`src/sv/tccw_pkg.sv`:
```
// Shared types, codes and microcode program of the text console cursor writer.
package tccw_pkg;

    // Field widths fixed by the console interface.
    localparam int ByteW   = 8;
    localparam int WordW   = 16;
    localparam int HexW    = 32;
    localparam int CountW  = 4;
    localparam int StepW   = 4;
    localparam int CfgIdxW = 2;

    // Default digit limit and the number of nibbles in the hex value.
    localparam int MaxHexDigitsDefault = 8;
    localparam int HexNibbles          = HexW / 4;

    // Configuration register indexes.
    localparam logic [CfgIdxW-1:0] CfgColumns   = 2'd0;
    localparam logic [CfgIdxW-1:0] CfgRows      = 2'd1;
    localparam logic [CfgIdxW-1:0] CfgAttribute = 2'd2;

    // Reset values of the configuration registers.
    localparam logic [ByteW-1:0] ColumnsReset   = 8'd80;
    localparam logic [ByteW-1:0] RowsReset      = 8'd25;
    localparam logic [ByteW-1:0] AttributeReset = 8'd7;

    // Character codes.
    localparam logic [ByteW-1:0] CharCr = 8'd13;
    localparam logic [ByteW-1:0] CharLf = 8'd10;

    // Display controller register indexes.
    localparam logic [3:0] RegStartHi  = 4'hc;
    localparam logic [3:0] RegStartLo  = 4'hd;
    localparam logic [3:0] RegCursorHi = 4'he;
    localparam logic [3:0] RegCursorLo = 4'hf;

    // Result kinds.
    localparam logic KindCell = 1'b0;
    localparam logic KindReg  = 1'b1;

    // Location source.
    localparam logic LocSum = 1'b0;
    localparam logic LocReg = 1'b1;

    // Column operand of the address adder.
    localparam logic AddCol = 1'b0;
    localparam logic AddPos = 1'b1;

    // Value source.
    localparam logic [2:0] ValChar   = 3'd0;
    localparam logic [2:0] ValHex    = 3'd1;
    localparam logic [2:0] ValSumHi  = 3'd2;
    localparam logic [2:0] ValSumLo  = 3'd3;
    localparam logic [2:0] ValProdHi = 3'd4;
    localparam logic [2:0] ValProdLo = 3'd5;

    // Multiplier operation.
    localparam logic [1:0] MulNone   = 2'd0;
    localparam logic [1:0] MulRow    = 2'd1;
    localparam logic [1:0] MulScroll = 2'd2;

    // Datapath operation.
    localparam logic [2:0] OpNone     = 3'd0;
    localparam logic [2:0] OpCharAdv  = 3'd1;
    localparam logic [2:0] OpCol0     = 3'd2;
    localparam logic [2:0] OpNewline  = 3'd3;
    localparam logic [2:0] OpHexSetup = 3'd4;
    localparam logic [2:0] OpHexStep  = 3'd5;

    // Last flag mode.
    localparam logic [1:0] LastNone   = 2'd0;
    localparam logic [1:0] LastAlways = 2'd1;
    localparam logic [1:0] LastNoScr  = 2'd2;

    // Jump conditions.
    localparam logic [3:0] JNext   = 4'd0;
    localparam logic [3:0] JAlways = 4'd1;
    localparam logic [3:0] JWait   = 4'd2;
    localparam logic [3:0] JHex    = 4'd3;
    localparam logic [3:0] JCr     = 4'd4;
    localparam logic [3:0] JLf     = 4'd5;
    localparam logic [3:0] JNoDig  = 4'd6;
    localparam logic [3:0] JMore   = 4'd7;
    localparam logic [3:0] JNoScr  = 4'd8;

    // Program steps.
    localparam logic [StepW-1:0] StepIdle     = 4'd0;
    localparam logic [StepW-1:0] StepMulRow   = 4'd1;
    localparam logic [StepW-1:0] StepChkCr    = 4'd2;
    localparam logic [StepW-1:0] StepChkLf    = 4'd3;
    localparam logic [StepW-1:0] StepCell     = 4'd4;
    localparam logic [StepW-1:0] StepCr       = 4'd5;
    localparam logic [StepW-1:0] StepLf       = 4'd6;
    localparam logic [StepW-1:0] StepHexSetup = 4'd7;
    localparam logic [StepW-1:0] StepHexDigit = 4'd8;
    localparam logic [StepW-1:0] StepCurMul   = 4'd9;
    localparam logic [StepW-1:0] StepCurHi    = 4'd10;
    localparam logic [StepW-1:0] StepCurLo    = 4'd11;
    localparam logic [StepW-1:0] StepScrMul   = 4'd12;
    localparam logic [StepW-1:0] StepScrHi    = 4'd13;
    localparam logic [StepW-1:0] StepScrLo    = 4'd14;
    localparam logic [StepW-1:0] StepUnused   = 4'd15;

    // One request on the command channel.
    typedef struct packed {
        logic               cmd;
        logic [ByteW-1:0]   char_code;
        logic [HexW-1:0]    hex_value;
        logic [CountW-1:0]  digit_count;
    } cmd_item_t;

    // One result on the output channel.
    typedef struct packed {
        logic               kind;
        logic [WordW-1:0]   location;
        logic [WordW-1:0]   value;
        logic               last;
    } res_item_t;

    // One microcode control word.
    typedef struct packed {
        logic              emit;
        logic [1:0]        last_mode;
        logic              kind;
        logic [3:0]        reg_loc;
        logic              loc_sel;
        logic              add_sel;
        logic [2:0]        val_sel;
        logic [1:0]        mul_sel;
        logic [2:0]        dp_op;
        logic [3:0]        jcond;
        logic [StepW-1:0]  target;
    } ctl_word_t;

    // Control from the sequencer to the datapath.
    typedef struct packed {
        ctl_word_t word;
        logic      advance;
        logic      load;
    } seq_ctl_t;

    // Status from the datapath to the sequencer.
    typedef struct packed {
        logic is_hex;
        logic is_cr;
        logic is_lf;
        logic no_digits;
        logic more_digits;
        logic no_scroll;
        logic out_free;
    } dp_stat_t;

    // Builds a control word from its fields.
    function automatic ctl_word_t mk_word(
        input logic             emit,
        input logic [1:0]       last_mode,
        input logic             kind,
        input logic [3:0]       reg_loc,
        input logic             loc_sel,
        input logic             add_sel,
        input logic [2:0]       val_sel,
        input logic [1:0]       mul_sel,
        input logic [2:0]       dp_op,
        input logic [3:0]       jcond,
        input logic [StepW-1:0] target
    );
        ctl_word_t w;
        w.emit      = emit;
        w.last_mode = last_mode;
        w.kind      = kind;
        w.reg_loc   = reg_loc;
        w.loc_sel   = loc_sel;
        w.add_sel   = add_sel;
        w.val_sel   = val_sel;
        w.mul_sel   = mul_sel;
        w.dp_op     = dp_op;
        w.jcond     = jcond;
        w.target    = target;
        return w;
    endfunction

    // The microcode program, one control word per step.
    function automatic ctl_word_t ucode_rom(input logic [StepW-1:0] step);
        ctl_word_t w;
        case (step)
            StepIdle:
                w = mk_word(1'b0, LastNone, KindCell, 4'h0, LocSum, AddCol, ValChar,
                            MulNone, OpNone, JWait, StepIdle);
            StepMulRow:
                w = mk_word(1'b0, LastNone, KindCell, 4'h0, LocSum, AddCol, ValChar,
                            MulRow, OpNone, JHex, StepHexSetup);
            StepChkCr:
                w = mk_word(1'b0, LastNone, KindCell, 4'h0, LocSum, AddCol, ValChar,
                            MulNone, OpNone, JCr, StepCr);
            StepChkLf:
                w = mk_word(1'b0, LastNone, KindCell, 4'h0, LocSum, AddCol, ValChar,
                            MulNone, OpNone, JLf, StepLf);
            StepCell:
                w = mk_word(1'b1, LastNone, KindCell, 4'h0, LocSum, AddCol, ValChar,
                            MulNone, OpCharAdv, JAlways, StepCurMul);
            StepCr:
                w = mk_word(1'b0, LastNone, KindCell, 4'h0, LocSum, AddCol, ValChar,
                            MulNone, OpCol0, JAlways, StepCurMul);
            StepLf:
                w = mk_word(1'b0, LastNone, KindCell, 4'h0, LocSum, AddCol, ValChar,
                            MulNone, OpNewline, JAlways, StepCurMul);
            StepHexSetup:
                w = mk_word(1'b0, LastNone, KindCell, 4'h0, LocSum, AddCol, ValChar,
                            MulNone, OpHexSetup, JNoDig, StepCurMul);
            StepHexDigit:
                w = mk_word(1'b1, LastNone, KindCell, 4'h0, LocSum, AddPos, ValHex,
                            MulNone, OpHexStep, JMore, StepHexDigit);
            StepCurMul:
                w = mk_word(1'b0, LastNone, KindCell, 4'h0, LocSum, AddCol, ValChar,
                            MulRow, OpNone, JNext, StepIdle);
            StepCurHi:
                w = mk_word(1'b1, LastNone, KindReg, RegCursorHi, LocReg, AddCol, ValSumHi,
                            MulNone, OpNone, JNext, StepIdle);
            StepCurLo:
                w = mk_word(1'b1, LastNoScr, KindReg, RegCursorLo, LocReg, AddCol, ValSumLo,
                            MulNone, OpNone, JNoScr, StepIdle);
            StepScrMul:
                w = mk_word(1'b0, LastNone, KindCell, 4'h0, LocSum, AddCol, ValChar,
                            MulScroll, OpNone, JNext, StepIdle);
            StepScrHi:
                w = mk_word(1'b1, LastNone, KindReg, RegStartHi, LocReg, AddCol, ValProdHi,
                            MulNone, OpNone, JNext, StepIdle);
            StepScrLo:
                w = mk_word(1'b1, LastAlways, KindReg, RegStartLo, LocReg, AddCol, ValProdLo,
                            MulNone, OpNone, JAlways, StepIdle);
            default:
                w = mk_word(1'b0, LastNone, KindCell, 4'h0, LocSum, AddCol, ValChar,
                            MulNone, OpNone, JAlways, StepIdle);
        endcase
        return w;
    endfunction

    // Uppercase hexadecimal character of one nibble.
    function automatic logic [ByteW-1:0] hex_char(input logic [3:0] d);
        logic [ByteW-1:0] c;
        if (d < 4'd10) begin
            c = 8'h30 + {4'd0, d};
        end else begin
            c = 8'h41 + {4'd0, d} - 8'd10;
        end
        return c;
    endfunction

endpackage

```
`src/sv/tccw_sequencer.sv`:
```
// Microcode sequencer: step counter, program table and jump selection.
module tccw_sequencer
    import tccw_pkg::*;
(
    input  logic     clk,
    input  logic     rst_n,
    input  logic     cmd_valid,
    output logic     cmd_stall,
    input  dp_stat_t stat,
    output seq_ctl_t seq
);

    logic [StepW-1:0] pc_reg;
    logic [StepW-1:0] pc_next;
    ctl_word_t        word;
    logic             advance;
    logic             taken;

    // Fetch the control word of the current step.
    assign word = ucode_rom(pc_reg);

    // An emitting step waits until the output register is free.
    assign advance = !word.emit || stat.out_free;

    // Requests are taken only at the idle step.
    assign cmd_stall = (pc_reg != StepIdle);

    // Jump condition selection.
    always_comb
    begin
        case (word.jcond)
            JNext:   taken = 1'b0;
            JAlways: taken = 1'b1;
            JWait:   taken = !cmd_valid;
            JHex:    taken = stat.is_hex;
            JCr:     taken = stat.is_cr;
            JLf:     taken = stat.is_lf;
            JNoDig:  taken = stat.no_digits;
            JMore:   taken = stat.more_digits;
            JNoScr:  taken = stat.no_scroll;
            default: taken = 1'b1;
        endcase
    end

    // Next step.
    always_comb
    begin
        pc_next = pc_reg;
        if (advance) begin
            pc_next = taken ? word.target : pc_reg + 4'd1;
        end
    end

    always_ff @(posedge clk or negedge rst_n)
    begin
        if (!rst_n) begin
            pc_reg <= StepIdle;
        end else begin
            pc_reg <= pc_next;
        end
    end

    assign seq.word    = word;
    assign seq.advance = advance;
    assign seq.load    = cmd_valid && (pc_reg == StepIdle);

    // The program never reaches the spare step.
    a_no_spare_step: assert property (@(posedge clk) disable iff (!rst_n)
        pc_reg != StepUnused)
        else $error("sequencer reached the spare step");

    // A blocked emitting step holds its place.
    a_emit_holds: assert property (@(posedge clk) disable iff (!rst_n)
        (word.emit && !stat.out_free) |=> (pc_reg == $past(pc_reg)))
        else $error("emitting step moved while the output was full");

endmodule

```
`src/sv/tccw_datapath.sv`:
```
// Datapath: configuration, cursor, digit registers, multiplier and output register.
module tccw_datapath
    import tccw_pkg::*;
#(
    parameter int MAX_HEX_DIGITS = MaxHexDigitsDefault
)
(
    input  logic               clk,
    input  logic               rst_n,
    input  logic               cfg_wr_en,
    input  logic [CfgIdxW-1:0] cfg_index,
    input  logic [ByteW-1:0]   cfg_data,
    input  cmd_item_t          cmd_data,
    input  seq_ctl_t           seq,
    output dp_stat_t           stat,
    output logic               res_valid,
    input  logic               res_stall,
    output res_item_t          res_data
);

    localparam int HexLimit = (MAX_HEX_DIGITS < HexNibbles) ? MAX_HEX_DIGITS : HexNibbles;

    logic [ByteW-1:0]  columns_reg;
    logic [ByteW-1:0]  rows_reg;
    logic [ByteW-1:0]  attribute_reg;
    logic [ByteW-1:0]  col_reg, col_next;
    logic [ByteW-1:0]  row_reg, row_next;
    logic              cmd_reg;
    logic [ByteW-1:0]  char_reg;
    logic [HexW-1:0]   val_reg, val_next;
    logic [ByteW-1:0]  pos_reg, pos_next;
    logic [CountW-1:0] cnt_reg, cnt_next;
    logic [WordW-1:0]  prod_reg;
    logic              res_valid_reg;
    res_item_t         res_data_reg;

    logic [ByteW-1:0]  cols_eff;
    logic [ByteW-1:0]  rows_eff;
    logic              scroll;
    logic [ByteW-1:0]  scroll_rows;
    logic [ByteW-1:0]  mul_a;
    logic [WordW-1:0]  sum;
    logic [ByteW-1:0]  add_b;
    logic [ByteW:0]    hex_end;
    logic [CountW-1:0] n_sat;
    logic              fire;
    res_item_t         res_new;

    // A zero geometry value counts as one.
    assign cols_eff    = (columns_reg == 8'd0) ? 8'd1 : columns_reg;
    assign rows_eff    = (rows_reg == 8'd0) ? 8'd1 : rows_reg;
    assign scroll      = (row_reg >= rows_eff);
    assign scroll_rows = row_reg - rows_eff + 8'd1;

    // Digit count saturates at the digit limit.
    assign n_sat = (cmd_data.digit_count > CountW'(HexLimit)) ? CountW'(HexLimit)
                                                              : cmd_data.digit_count;

    // Configuration writes.
    always_ff @(posedge clk or negedge rst_n)
    begin
        if (!rst_n) begin
            columns_reg   <= ColumnsReset;
            rows_reg      <= RowsReset;
            attribute_reg <= AttributeReset;
        end else if (cfg_wr_en) begin
            case (cfg_index)
                CfgColumns:   columns_reg   <= cfg_data;
                CfgRows:      rows_reg      <= cfg_data;
                CfgAttribute: attribute_reg <= cfg_data;
                default:      ;
            endcase
        end
    end

    // Request fields are captured when the sequencer takes a request.
    always_ff @(posedge clk)
    begin
        if (seq.load) begin
            cmd_reg  <= cmd_data.cmd;
            char_reg <= cmd_data.char_code;
        end
    end

    // Multiplier: row or scroll row count times the column count.
    assign mul_a = (seq.word.mul_sel == MulScroll) ? scroll_rows : row_reg;

    always_ff @(posedge clk)
    begin
        if (seq.word.mul_sel != MulNone) begin
            prod_reg <= {8'd0, mul_a} * {8'd0, cols_eff};
        end
    end

    // Cursor and digit register updates, applied when the step advances.
    assign hex_end = {1'b0, col_reg} + {5'd0, cnt_reg};

    always_comb
    begin
        col_next = col_reg;
        row_next = row_reg;
        val_next = val_reg;
        pos_next = pos_reg;
        cnt_next = cnt_reg;
        if (seq.load) begin
            val_next = cmd_data.hex_value;
            cnt_next = n_sat;
        end else if (seq.advance) begin
            case (seq.word.dp_op)
                OpCharAdv:
                begin
                    if (col_reg < cols_eff - 8'd1) begin
                        col_next = col_reg + 8'd1;
                    end else begin
                        col_next = 8'd0;
                        row_next = row_reg + 8'd1;
                    end
                end
                OpCol0:
                begin
                    col_next = 8'd0;
                end
                OpNewline:
                begin
                    col_next = 8'd0;
                    row_next = row_reg + 8'd1;
                end
                OpHexSetup:
                begin
                    col_next = hex_end[ByteW-1:0];
                    pos_next = hex_end[ByteW-1:0] - 8'd1;
                end
                OpHexStep:
                begin
                    val_next = {4'd0, val_reg[HexW-1:4]};
                    pos_next = pos_reg - 8'd1;
                    cnt_next = cnt_reg - 4'd1;
                end
                default:
                begin
                end
            endcase
        end
    end

    always_ff @(posedge clk or negedge rst_n)
    begin
        if (!rst_n) begin
            col_reg <= 8'd0;
            row_reg <= 8'd0;
            cnt_reg <= 4'd0;
        end else begin
            col_reg <= col_next;
            row_reg <= row_next;
            cnt_reg <= cnt_next;
        end
    end

    always_ff @(posedge clk)
    begin
        val_reg <= val_next;
        pos_reg <= pos_next;
    end

    // Address adder and result assembly.
    assign add_b = (seq.word.add_sel == AddPos) ? pos_reg : col_reg;
    assign sum   = prod_reg + {8'd0, add_b};

    always_comb
    begin
        res_new.kind     = seq.word.kind;
        res_new.location = (seq.word.loc_sel == LocReg) ? {12'd0, seq.word.reg_loc} : sum;
        case (seq.word.val_sel)
            ValChar:   res_new.value = {attribute_reg, char_reg};
            ValHex:    res_new.value = {attribute_reg, hex_char(val_reg[3:0])};
            ValSumHi:  res_new.value = {8'd0, sum[WordW-1:ByteW]};
            ValSumLo:  res_new.value = {8'd0, sum[ByteW-1:0]};
            ValProdHi: res_new.value = {8'd0, prod_reg[WordW-1:ByteW]};
            ValProdLo: res_new.value = {8'd0, prod_reg[ByteW-1:0]};
            default:   res_new.value = {WordW{1'b0}};
        endcase
        case (seq.word.last_mode)
            LastAlways: res_new.last = 1'b1;
            LastNoScr:  res_new.last = !scroll;
            default:    res_new.last = 1'b0;
        endcase
    end

    // Output register.
    assign stat.out_free = !res_valid_reg || !res_stall;
    assign fire          = seq.word.emit && stat.out_free;

    always_ff @(posedge clk or negedge rst_n)
    begin
        if (!rst_n) begin
            res_valid_reg <= 1'b0;
        end else if (fire) begin
            res_valid_reg <= 1'b1;
        end else if (!res_stall) begin
            res_valid_reg <= 1'b0;
        end
    end

    always_ff @(posedge clk)
    begin
        if (fire) begin
            res_data_reg <= res_new;
        end
    end

    assign res_valid = res_valid_reg;
    assign res_data  = res_data_reg;

    // Status to the sequencer.
    assign stat.is_hex      = cmd_reg;
    assign stat.is_cr       = (char_reg == CharCr);
    assign stat.is_lf       = (char_reg == CharLf);
    assign stat.no_digits   = (cnt_reg == 4'd0);
    assign stat.more_digits = (cnt_reg != 4'd1);
    assign stat.no_scroll   = !scroll;

    // The digit counter never exceeds the digit limit.
    a_cnt_limit: assert property (@(posedge clk) disable iff (!rst_n)
        cnt_reg <= CountW'(HexLimit))
        else $error("hex digit counter above its limit");

endmodule

```
`src/sv/text_console_cursor_writer_unit.sv`:
```
// Top level of the text console cursor writer.
// Each request takes one pass through a small microcode program and produces its
// results through a registered output. A hex request gives one result per digit,
// a row below the visible screen adds the two start address writes, and output
// stalls hold the program at its emitting step. A new request is taken when the
// sequencer is back at its idle step, which can be while the final result still waits.
module text_console_cursor_writer_unit
    import tccw_pkg::*;
#(
    parameter int MAX_HEX_DIGITS = MaxHexDigitsDefault
)
(
    input  logic               clk,
    input  logic               rst_n,
    input  logic               cfg_wr_en,
    input  logic [CfgIdxW-1:0] cfg_index,
    input  logic [ByteW-1:0]   cfg_data,
    input  logic               cmd_valid,
    output logic               cmd_stall,
    input  cmd_item_t          cmd_data,
    output logic               res_valid,
    input  logic               res_stall,
    output res_item_t          res_data
);

    seq_ctl_t seq;
    dp_stat_t stat;

    // Program sequencer.
    tccw_sequencer u_seq (
        .clk       (clk),
        .rst_n     (rst_n),
        .cmd_valid (cmd_valid),
        .cmd_stall (cmd_stall),
        .stat      (stat),
        .seq       (seq)
    );

    // Datapath and output register.
    tccw_datapath #(
        .MAX_HEX_DIGITS (MAX_HEX_DIGITS)
    ) u_dp (
        .clk       (clk),
        .rst_n     (rst_n),
        .cfg_wr_en (cfg_wr_en),
        .cfg_index (cfg_index),
        .cfg_data  (cfg_data),
        .cmd_data  (cmd_data),
        .seq       (seq),
        .stat      (stat),
        .res_valid (res_valid),
        .res_stall (res_stall),
        .res_data  (res_data)
    );

    // A taken request keeps the command channel busy on the next cycle.
    a_busy_after_accept: assert property (@(posedge clk) disable iff (!rst_n)
        (cmd_valid && !cmd_stall) |=> cmd_stall)
        else $error("request taken without the sequencer going busy");

endmodule
```
`config.mk`:
```
export PLATFORM = sky130hd
export DESIGN_NAME = text_console_cursor_writer_unit
export DESIGN_NICKNAME = d
export VERILOG_FILES = /design/src/sv/tccw_pkg.sv /design/src/sv/tccw_sequencer.sv /design/src/sv/tccw_datapath.sv /design/src/sv/text_console_cursor_writer_unit.sv
export SDC_FILE = /design/constraint.sdc
export NUM_CORES = 1
export LEC_CHECK = 0
export ABC_AREA = 1
export BUFFER_PORTS_ARGS = -buffer_cell sky130_fd_sc_hd__buf_2
export CAP_MARGIN = 10
export CORE_MARGIN = 10
export CORE_UTILIZATION = 35
export DETAILED_ROUTE_END_ITERATION = 6
export GPL_TIMING_DRIVEN = 0
export PLACE_DENSITY = 0.55
export SYNTH_ARGS = -nofsm -noshare
export SYNTH_HDL_FRONTEND = slang
export SYNTH_SLANG_ARGS = --single-unit
```
`constraint.sdc`:
```
create_clock -name clk -period 9.35 [get_ports clk]
set_input_delay 2.805 -clock clk [delete_from_list [all_inputs] [get_ports clk]]
set_output_delay 2.805 -clock clk [all_outputs]
set_load 0.02 [all_outputs]
```
==> reports/metrics.cfg, run 1 <==
[placed_design]
port_buffers=95
hpwlAfterDp_um=22500
dpl_cell_area_um2=11800
dp.cells=1783
gp_congestion=0.881

[timing]
slew_headroom_pct=31.9
tns_ns=0
max_freq_mhz=145
slew_violations=0
skew_ns=0.0157
fin_crit_ns=6.88
worst_pin_slew_ns=1.01
post-route-period-util_pct=73.5
rsz0062_at_grt=false
hold_violations=0
setup_viol=0
fin_hold_ws_ns=0.488

[global_route]
grt_pass1_wl_um=45800
antenna_found_initial=0
grt_overflow=0
grt_pass1_vias=8816
grt_start_max_net_pins=50
grt_usage_pct=14.7

[clock_network]
cts_buffers=17
cts_max_level=4
cts_setup_buffers=0
clock-root-buffer=clkbuf_16
cts_tree=built
clk_pin_slew_ns=0.07
clk_latency_ns=0.43
clk_path_buf_depth=2
postCtsHoldBufs=0
cts.sinks=148
post_cts_resized=0

[yosys]
synth-seq-area-share_pct=39.2
ys_seq_elements=148
ys.flop_type=edfxtp_1
mappedNetlistNets=1481
synth-edff-count=99
ys.warnings.count=0
ys_types=42
syn_avg_cell_area_um2=8.33
synthCells=1290
syn_area_um2=10700
async_reset_ff_share_pct=33.1

[layout]
nNetsFinal=1599
drive_gt1_share_pct=12.9
stdcell_count=1817
largest_register_ffs=34
fin_area_um2=12400
antenna_cells=0
n_fill_cell=3157
final_util_pct=40.6
area_delta_synth_final_pct=15.1

[routing]
wl_per_cell_um=15.5
dr.pass1.iters=5
drt_iter0_markers=543
vias=8789
drc_errors=0
drtAntennaViolNets=0
drt_wl_total_um=28100
vias_per_cell=4.84

[power_and_ir_drop]
cellLeakagePower_nw=6.01
ir_drop_mv=0.303
powerDensity_nw_per_um2=379

[die]
die_h_um=195
die_w_um=195
dieArea_um2=38100
row_count=64
core_um2=30400
start_util_pct=35.3
io_pins=96

[setup_path]
worst_setup_path_start_kind=flop
cp_top_family=adder cells
worstPathMaxFanout=6
cpPeakStageDelay_ns=0.56
r2r_slack_ns=2.47
cp_slowest_cell=fa_1
cp-end-kind=flop
critPathKind=reg2reg
cp.required_ns=9.51
cp_num_buf_inv=5
cp.arrival_ns=7.04

[job]
cap_viol_max_count=0

[worst_hold_path]
hold_path_class=reg2reg

[status]
status=completed

-- logic make-up (layout without fill, tap and decap cells) --
family          Yosys count  in the layout  synth area share (%)
compound gates          153            153                  7.89
buf+inv                 216            347                  7.65
fa+ha+maj               131            131                  18.2
flops                   148            148                  39.2
xor+xnor                 51             51                  4.16
simple gates            591            591                  22.9
-- power by group --
group / internal (mW) / switching (mW) / total [mW]
registers: 1.13 / 0.174 / 1.30
logic: 0.903 / 1.81 / 2.71
clock network: 0.354 / 0.321 / 0.675
total: 2.38 / 2.31 / 4.69
-- cells in the final DEF (no fill, tap or decap), types with 9 or more instances in the layout --
cell type  synthesis  final
nor2_2             9      9
nand2_1          322    322
dfrtp_1           41     41
edfxtp_1          99     99
nand3_1           59     59
buf_2              3     99
xnor2_1           14     14
inv_1            182    182
nand4_1           15     15
nor3_1            16     16
nor2_1           150    150
fa_1              42     42
o21ai_0           64     64
xor2_1            37     37
clkbuf_1          17     18
a21oi_1           47     46
clkbuf_16          0     17
ha_1              89     89
o21ai_1           18     18
inv_2             12     12
-- cell usage after synthesis (2+ instances only) --
| master | number | area (um2) |
|---|---|---|
| buf_2 | 3 | 15.0 |
| o21ai_0 | 64 | 320 |
| o221ai_1 | 4 | 35.0 |
| dfstp_2 | 8 | 210 |
| edfxtp_1 | 99 | 2970 |
| nand2_2 | 8 | 50.1 |
| xor2_1 | 37 | 324 |
| a211oi_1 | 5 | 37.5 |
| nor2_2 | 9 | 56.3 |
| or2_2 | 4 | 25.0 |
| a31oi_1 | 2 | 12.5 |
| nor3_1 | 16 | 80.1 |
| inv_1 | 182 | 683 |
| o21ai_1 | 18 | 90.1 |
| clkbuf_1 | 17 | 63.8 |
| nand4_1 | 15 | 93.8 |
| a21oi_1 | 47 | 235 |
| nand3_1 | 59 | 295 |
| nor2_1 | 150 | 563 |
| fa_1 | 42 | 841 |
| a22oi_1 | 5 | 37.5 |
| dfrtp_1 | 41 | 1030 |
| inv_2 | 12 | 45.0 |
| o211ai_1 | 3 | 22.5 |
| xnor2_1 | 14 | 123 |
| nand2_1 | 322 | 1210 |
| ha_1 | 89 | 1110 |
-- path summary, 6_finish.rpt --
check / startpoint / to / depth (start not counted)
hold / removal: u_dp.attribute_reg[3]$_DFFE_PN0P_ / u_dp.attribute_reg[3]$_DFFE_PN0P_ / 2
max in group asynchronous: rst_n / u_dp.columns_reg[6]$_DFFE_PN1P_ / 2
setup / recovery: u_dp.rows_reg[1]$_DFFE_PN0P_ / u_dp.prod_reg[15]$_DFFE_PP_ / 31
hold reg to reg: u_dp.attribute_reg[3]$_DFFE_PN0P_ / u_dp.attribute_reg[3]$_DFFE_PN0P_ / 2
setup reg to reg: u_dp.rows_reg[1]$_DFFE_PN0P_ / u_dp.prod_reg[15]$_DFFE_PP_ / 31
min in group asynchronous: rst_n / u_dp.col_reg[1]$_DFFE_PN0P_ / 1
-- cell type report --
type	instances	area, um2	area share [%]
Sequential cell	148	4210	34.0
Clock inverter	14	140	1.13
Multi-Input combinational cell	926	5720	46.3
Clock buffer	18	429	3.47
Buffer	21	90.1	0.729
Inverter	195	732	5.92
Tap cell	396	495	4.01
Timing Repair Buffer	99	548	4.43
-- per-layer routing --
layer	up-vias	GRT usage (%)	wire length, um
li1	4404	-	-
met1	4177	19.7	13500
met2	188	24.3	13200
met3	20	2.52	1160
met4	0	3.14	303
met5	-	0	0
-- worst register-to-register path, delay by kind of cell (launching register included) --
family	cells	cell delay [ns]
and+or+nand+nor	8	0.87
adders and majority gates	8	3.20
buffers and inverters	5	0.48
AOI/OAI and AO/OA	10	1.62
DFF	1	0.43
-- through the flow --
stage,setup slack (ns),total power [mW]
2_1_floorplan,3.42,3.24
3_3_place_gp,2.56,3.97
3_5_place_dp,2.51,4.02
4_1_cts,2.48,4.72
5_1_grt,1.95,5.14
6_report,2.47,4.69
(Power assumes the default switching activity.)
==> inputs of run 2 (changes only) <==
Clock period 9.35 ns to 6.45 ns, I/O delays scaled along.
==> reports/metrics.cfg, run 2 (synthesis results as in run 1) <==
[status]
status=completed

[setup_path]
r2r_end=u_dp.prod_reg[14]$_DFFE_PP_
r2r_start=u_dp.rows_reg[5]$_DFFE_PN0P_
cp.required_ns=6.62
ff2ff_path_depth=31
cp-end-kind=flop
cpPeakStageDelay_ns=0.53
r2r_slack_ns=0.34
critPathKind=reg2reg
cp_slowest_cell=fa_1
worst_setup_path_start_kind=flop
cp.arrival_ns=6.29
worstPathMaxFanout=5

[die]
die_w_um=195
start_util_pct=35.3
dieArea_um2=38100
row_count=64
die_h_um=195
core_um2=30400
io_pins=96

[clock_network]
clk_latency_ns=0.43
clk_pin_slew_ns=0.08
cts_tree=built
clk_path_buf_depth=2
clock-root-buffer=clkbuf_16
cts.sinks=148
cts_max_level=4
postCtsHoldBufs=0
cts_buffers=17

[routing]
drt_iter0_markers=571
wl_met1_um=13500
vias_per_cell=4.84
wl_per_cell_um=15.5
highest_layer=met4
drt_wl_total_um=28300
drc_errors=0
dr.pass1.iters=5
met2RoutedLength_um=13300
vias=8876
wl_met3_um=1230
drtAntennaViolNets=0

[layout]
drive_gt1_share_pct=16.6
largest_register_ffs=34
antenna_cells=0
final_cell_mix=316 x nand2_1, 178 x inv_1, 146 x nor2_1
nNetsFinal=1614
layout_commonest_cell=nand2_1
area_delta_synth_final_pct=18.0

[worst_hold_path]
hold_path_class=reg2reg
hold_depth=2
worstHoldStart=u_dp.attribute_reg[3]$_DFFE_PN0P_
min_to=u_dp.attribute_reg[3]$_DFFE_PN0P_

[placed_design]
hpwlAfterDp_um=22500
port_buffers=95
pre_cts_slack_ns=-0.394
gp_congestion=0.881

[power_and_ir_drop]
cellLeakagePower_nw=6.09
ir_drop_mv=0.443
powerDensity_nw_per_um2=551

[timing]
skew_ns=0.0146
post-route-period-util_pct=94.7
tns_ns=0
setup_viol=0
worst_slack_ns=0.339
worst_pin_slew_ns=1.01
fin_crit_ns=6.11
slew_headroom_pct=32.1
slew_violations=0
hold_violations=0
max_freq_mhz=164

[global_route]
grt_pass1_wl_um=46000
grt_usage_pct=14.8
grt_overflow=0
grt_start_max_net_pins=50
grt_pass1_vias=8834
antenna_found_initial=0

[job]
cap_viol_max_count=0

==> run 2: how the worst max path moves through the flow <==
| stage | end | slack (ns) | from |
|---|---|---|---|
| global placement | u_dp.prod_reg[15]$_DFFE_PP_ | -0.34 | u_dp.rows_reg[1]$_DFFE_PN0P_ |
| detailed placement | u_dp.prod_reg[15]$_DFFE_PP_ | -0.39 | u_dp.rows_reg[1]$_DFFE_PN0P_ |
| global route | u_dp.prod_reg[15]$_DFFE_PP_ | -0.01 | u_dp.rows_reg[5]$_DFFE_PN0P_ |
| CTS | u_dp.prod_reg[15]$_DFFE_PP_ | 0.02 | u_dp.rows_reg[5]$_DFFE_PN0P_ |
| finish | u_dp.prod_reg[14]$_DFFE_PP_ | 0.34 | u_dp.rows_reg[5]$_DFFE_PN0P_ |
| floorplan | u_dp.prod_reg[14]$_DFFE_PP_ | 0.52 | u_dp.rows_reg[5]$_DFFE_PN0P_ |
==> run 2: metrics by stage <==
| step | cell area, um2 | total power, mW | util [%] | cells | hold WS, ns |
|---|---|---|---|---|---|
| 6_report | 12700 | 6.98 | 41.6 | 1832 | 0.489 |
| 5_1_grt | 12700 | 7.64 | 41.6 | 1832 | 0.525 |
| 4_1_cts | 12400 | 6.90 | 40.8 | 1819 | 0.492 |
| 3_5_place_dp | 11800 | 5.83 | 38.7 | 1783 | 0.474 |
| 3_3_place_gp | 11700 | 5.76 | 38.5 | 1781 | 0.471 |
| 2_1_floorplan | 10700 | 4.69 | - | 1290 | 0.453 |
==> run 2: area by class of cell <==
cell class / instances / area (um2)
clock buffers: 18 / 429
multi-input cells: 926 / 5910
well taps: 396 / 495
flip-flops and latches: 148 / 4210
fillers: 3117 / 17800
plain buffers: 21 / 90.1
clock inverters: 14 / 140
inverters: 195 / 732
repair buffers: 114 / 661
==> run 2: repair_timing <==
item / in CTS / in global routing
endpoints found under the setup margin: 4 / 5
setup buffers: 4 / 11
resized for setup: 13 / 43
pin swaps: 2 / 26
==> run 2: report_power, final <==
group	total (mW)	leakage [nW]	switching [mW]	internal, mW
logic	4.12	4.29	2.70	1.42
registers	1.89	1.52	0.251	1.64
clock network	0.976	0.274	0.463	0.513
total	6.98	6.09	3.41	3.56
==> run 2: worst max-delay path, delay by kind of cell, from the launching register on <==
kind / cells / cell delay, ns
adders and majority gates: 8 / 3.07
and+or+nand+nor: 8 / 0.73
DFF: 1 / 0.42
xor gates and xnor gates: 1 / 0.14
buffers and inverters: 5 / 0.41
AOI/OAI and AO/OA: 9 / 1.09
==> run 2: per-layer routing <==
layer | track usage [%] | vias to the layer above
li1 | - | 4436
met1 | 19.8 | 4227
met2 | 24.5 | 190
met3 | 2.45 | 23
met4 | 2.97 | 0
met5 | 0 | -
==> inputs of run 3 (changes only) <==
Clock period 6.45 ns to 6.8 ns, I/O delays scaled along.
==> reports/metrics.cfg, run 3 (synthesis results as in run 1) <==
[status]
status=completed

[layout]
fin_area_um2=12400
layout_commonest_cell=nand2_1
final_util_pct=40.8
area_delta_synth_final_pct=15.7
drive_gt1_share_pct=13.9
final_cell_mix=321 x nand2_1, 181 x inv_1, 150 x nor2_1
antenna_cells=0
nNetsFinal=1602
largest_register_ffs=34

[clock_network]
clk_latency_ns=0.43
clock-root-buffer=clkbuf_16
clk_path_buf_depth=2
cts.sinks=148
cts_tree=built
cts_buffers=17
cts_max_level=4
clk_pin_slew_ns=0.08

[setup_path]
ff2ff_path_depth=32
cp-end-kind=flop
worst_setup_path_start_kind=flop
critPathKind=reg2reg
cp.arrival_ns=6.57
worstPathMaxFanout=5
r2r_slack_ns=0.40
crit_top_cell=nand2_1
r2r_end=u_dp.prod_reg[14]$_DFFE_PP_
cp.required_ns=6.97
r2r_start=u_dp.rows_reg[3]$_DFFE_PN1P_
cpPeakStageDelay_ns=0.57
cp_slowest_cell=dfstp_2

[placed_design]
gp_congestion=0.881
port_buffers=95
dpl_cell_area_um2=11800
hpwlAfterDp_um=22500
pre_cts_slack_ns=-0.0445

[timing]
fin_hold_ws_ns=0.489
setup_viol=0
slew_headroom_pct=31.5
hold_violations=0
post-route-period-util_pct=94.2
fin_crit_ns=6.40
slew_violations=0
worst_slack_ns=0.397
tns_ns=0
max_freq_mhz=156
worst_pin_slew_ns=1.02
skew_ns=0.0157

[routing]
drtAntennaViolNets=0
dr.pass1.iters=5
drt_wl_total_um=28100
drt_iter0_markers=570
vias_per_cell=4.84
wl_per_cell_um=15.4
drc_errors=0
vias=8813

[global_route]
grt_start_max_net_pins=50
grt_usage_pct=14.7
antenna_found_initial=0
grt_overflow=0
grt_pass1_wl_um=45800
grt_pass1_vias=8817

[power_and_ir_drop]
swShare_pct=49.2
clkPwrFrac_pct=14.3
p_seq_share_pct=27.6
switchingPower_mw=3.18
internal_power_mw=3.29
cellLeakagePower_nw=6.03
p_comb_share_pct=58.1
ir_drop_mv=0.420
powerDensity_nw_per_um2=521

[die]
die_w_um=195
start_util_pct=35.3
core_um2=30400
io_pins=96
die_h_um=195
dieArea_um2=38100
row_count=64

[worst_hold_path]
worstHoldStart=u_dp.attribute_reg[3]$_DFFE_PN0P_
hold_path_class=reg2reg
hold_depth=2
min_to=u_dp.attribute_reg[3]$_DFFE_PN0P_

[job]
cap_viol_max_count=0

-- run 3: cell count changes in the layout (fill, tap and decap cells not counted), moves of 5 or more --
cell	delta
nand2_2	-5
buf_4	-12
nand2_1	+5
ha_1	+6
ha_4	-5
-- run 3: worst max-delay path: cells and delay by family (launching register included) --
family	cells	cell delay (ns)
xor gates and xnor gates	1	0.14
DFF	1	0.57
AOI/OAI and AO/OA	7	0.89
adders and majority gates	8	2.98
buffers and inverters	3	0.16
and+or+nand+nor	13	1.38
-- run 3: worst max-delay path by stage --
stage	start	to	slack, ns
floorplan	u_dp.rows_reg[5]$_DFFE_PN0P_	u_dp.prod_reg[14]$_DFFE_PP_	0.87
global placement	u_dp.rows_reg[1]$_DFFE_PN0P_	u_dp.prod_reg[15]$_DFFE_PP_	0.006
detailed placement	u_dp.rows_reg[1]$_DFFE_PN0P_	u_dp.prod_reg[15]$_DFFE_PP_	-0.04
CTS	u_dp.rows_reg[1]$_DFFE_PN0P_	u_dp.prod_reg[15]$_DFFE_PP_	0.02
global route	u_dp.rows_reg[1]$_DFFE_PN0P_	u_dp.prod_reg[15]$_DFFE_PP_	-0.02
finish	u_dp.rows_reg[3]$_DFFE_PN1P_	u_dp.prod_reg[14]$_DFFE_PP_	0.40
-- run 3: per-layer routing --
metal	global-route usage (%)	vias up	share of wire (%)
li1	-	4413	-
met1	19.7	4198	48
met2	24.3	182	47
met3	2.52	20	4.0
met4	3.14	0	1.1
met5	0	-	0
-- run 3: stage by stage --
stage,std cells,power (mW)
global placement,1781,5.46
detailed placement,1783,5.53
finish,1820,6.47
global route,1820,7.09
CTS,1815,6.49
floorplan,1290,4.45
-- run 3: timing repair --
action,4_1_cts,5_1_grt
gates resized for setup,1,16
hold buffers,0,0
pin swaps,0,1
cloned,0,0
setup buffers,0,3
setup endpoints to repair,1,4
-- run 3: final cells by class --
type	count	area, um2
Buffer	21	90.1
Clock buffer	18	429
Clock inverter	14	140
Fill cell	3154	18000
Inverter	195	732
Multi-Input combinational cell	926	5760
Sequential cell	148	4210
Tap cell	396	495
Timing Repair Buffer	102	571
-- run 3: power groups by stage --
stage | Clock [mW] | Sequential [mW] | Combinational (mW)
2_1_floorplan | 0 | 1.88 | 2.57
3_3_place_gp | 0 | 1.82 | 3.64
3_5_place_dp | 0 | 1.81 | 3.72
4_1_cts | 0.951 | 1.79 | 3.74
5_1_grt | 0.984 | 1.83 | 4.27
6_report | 0.926 | 1.79 | 3.76
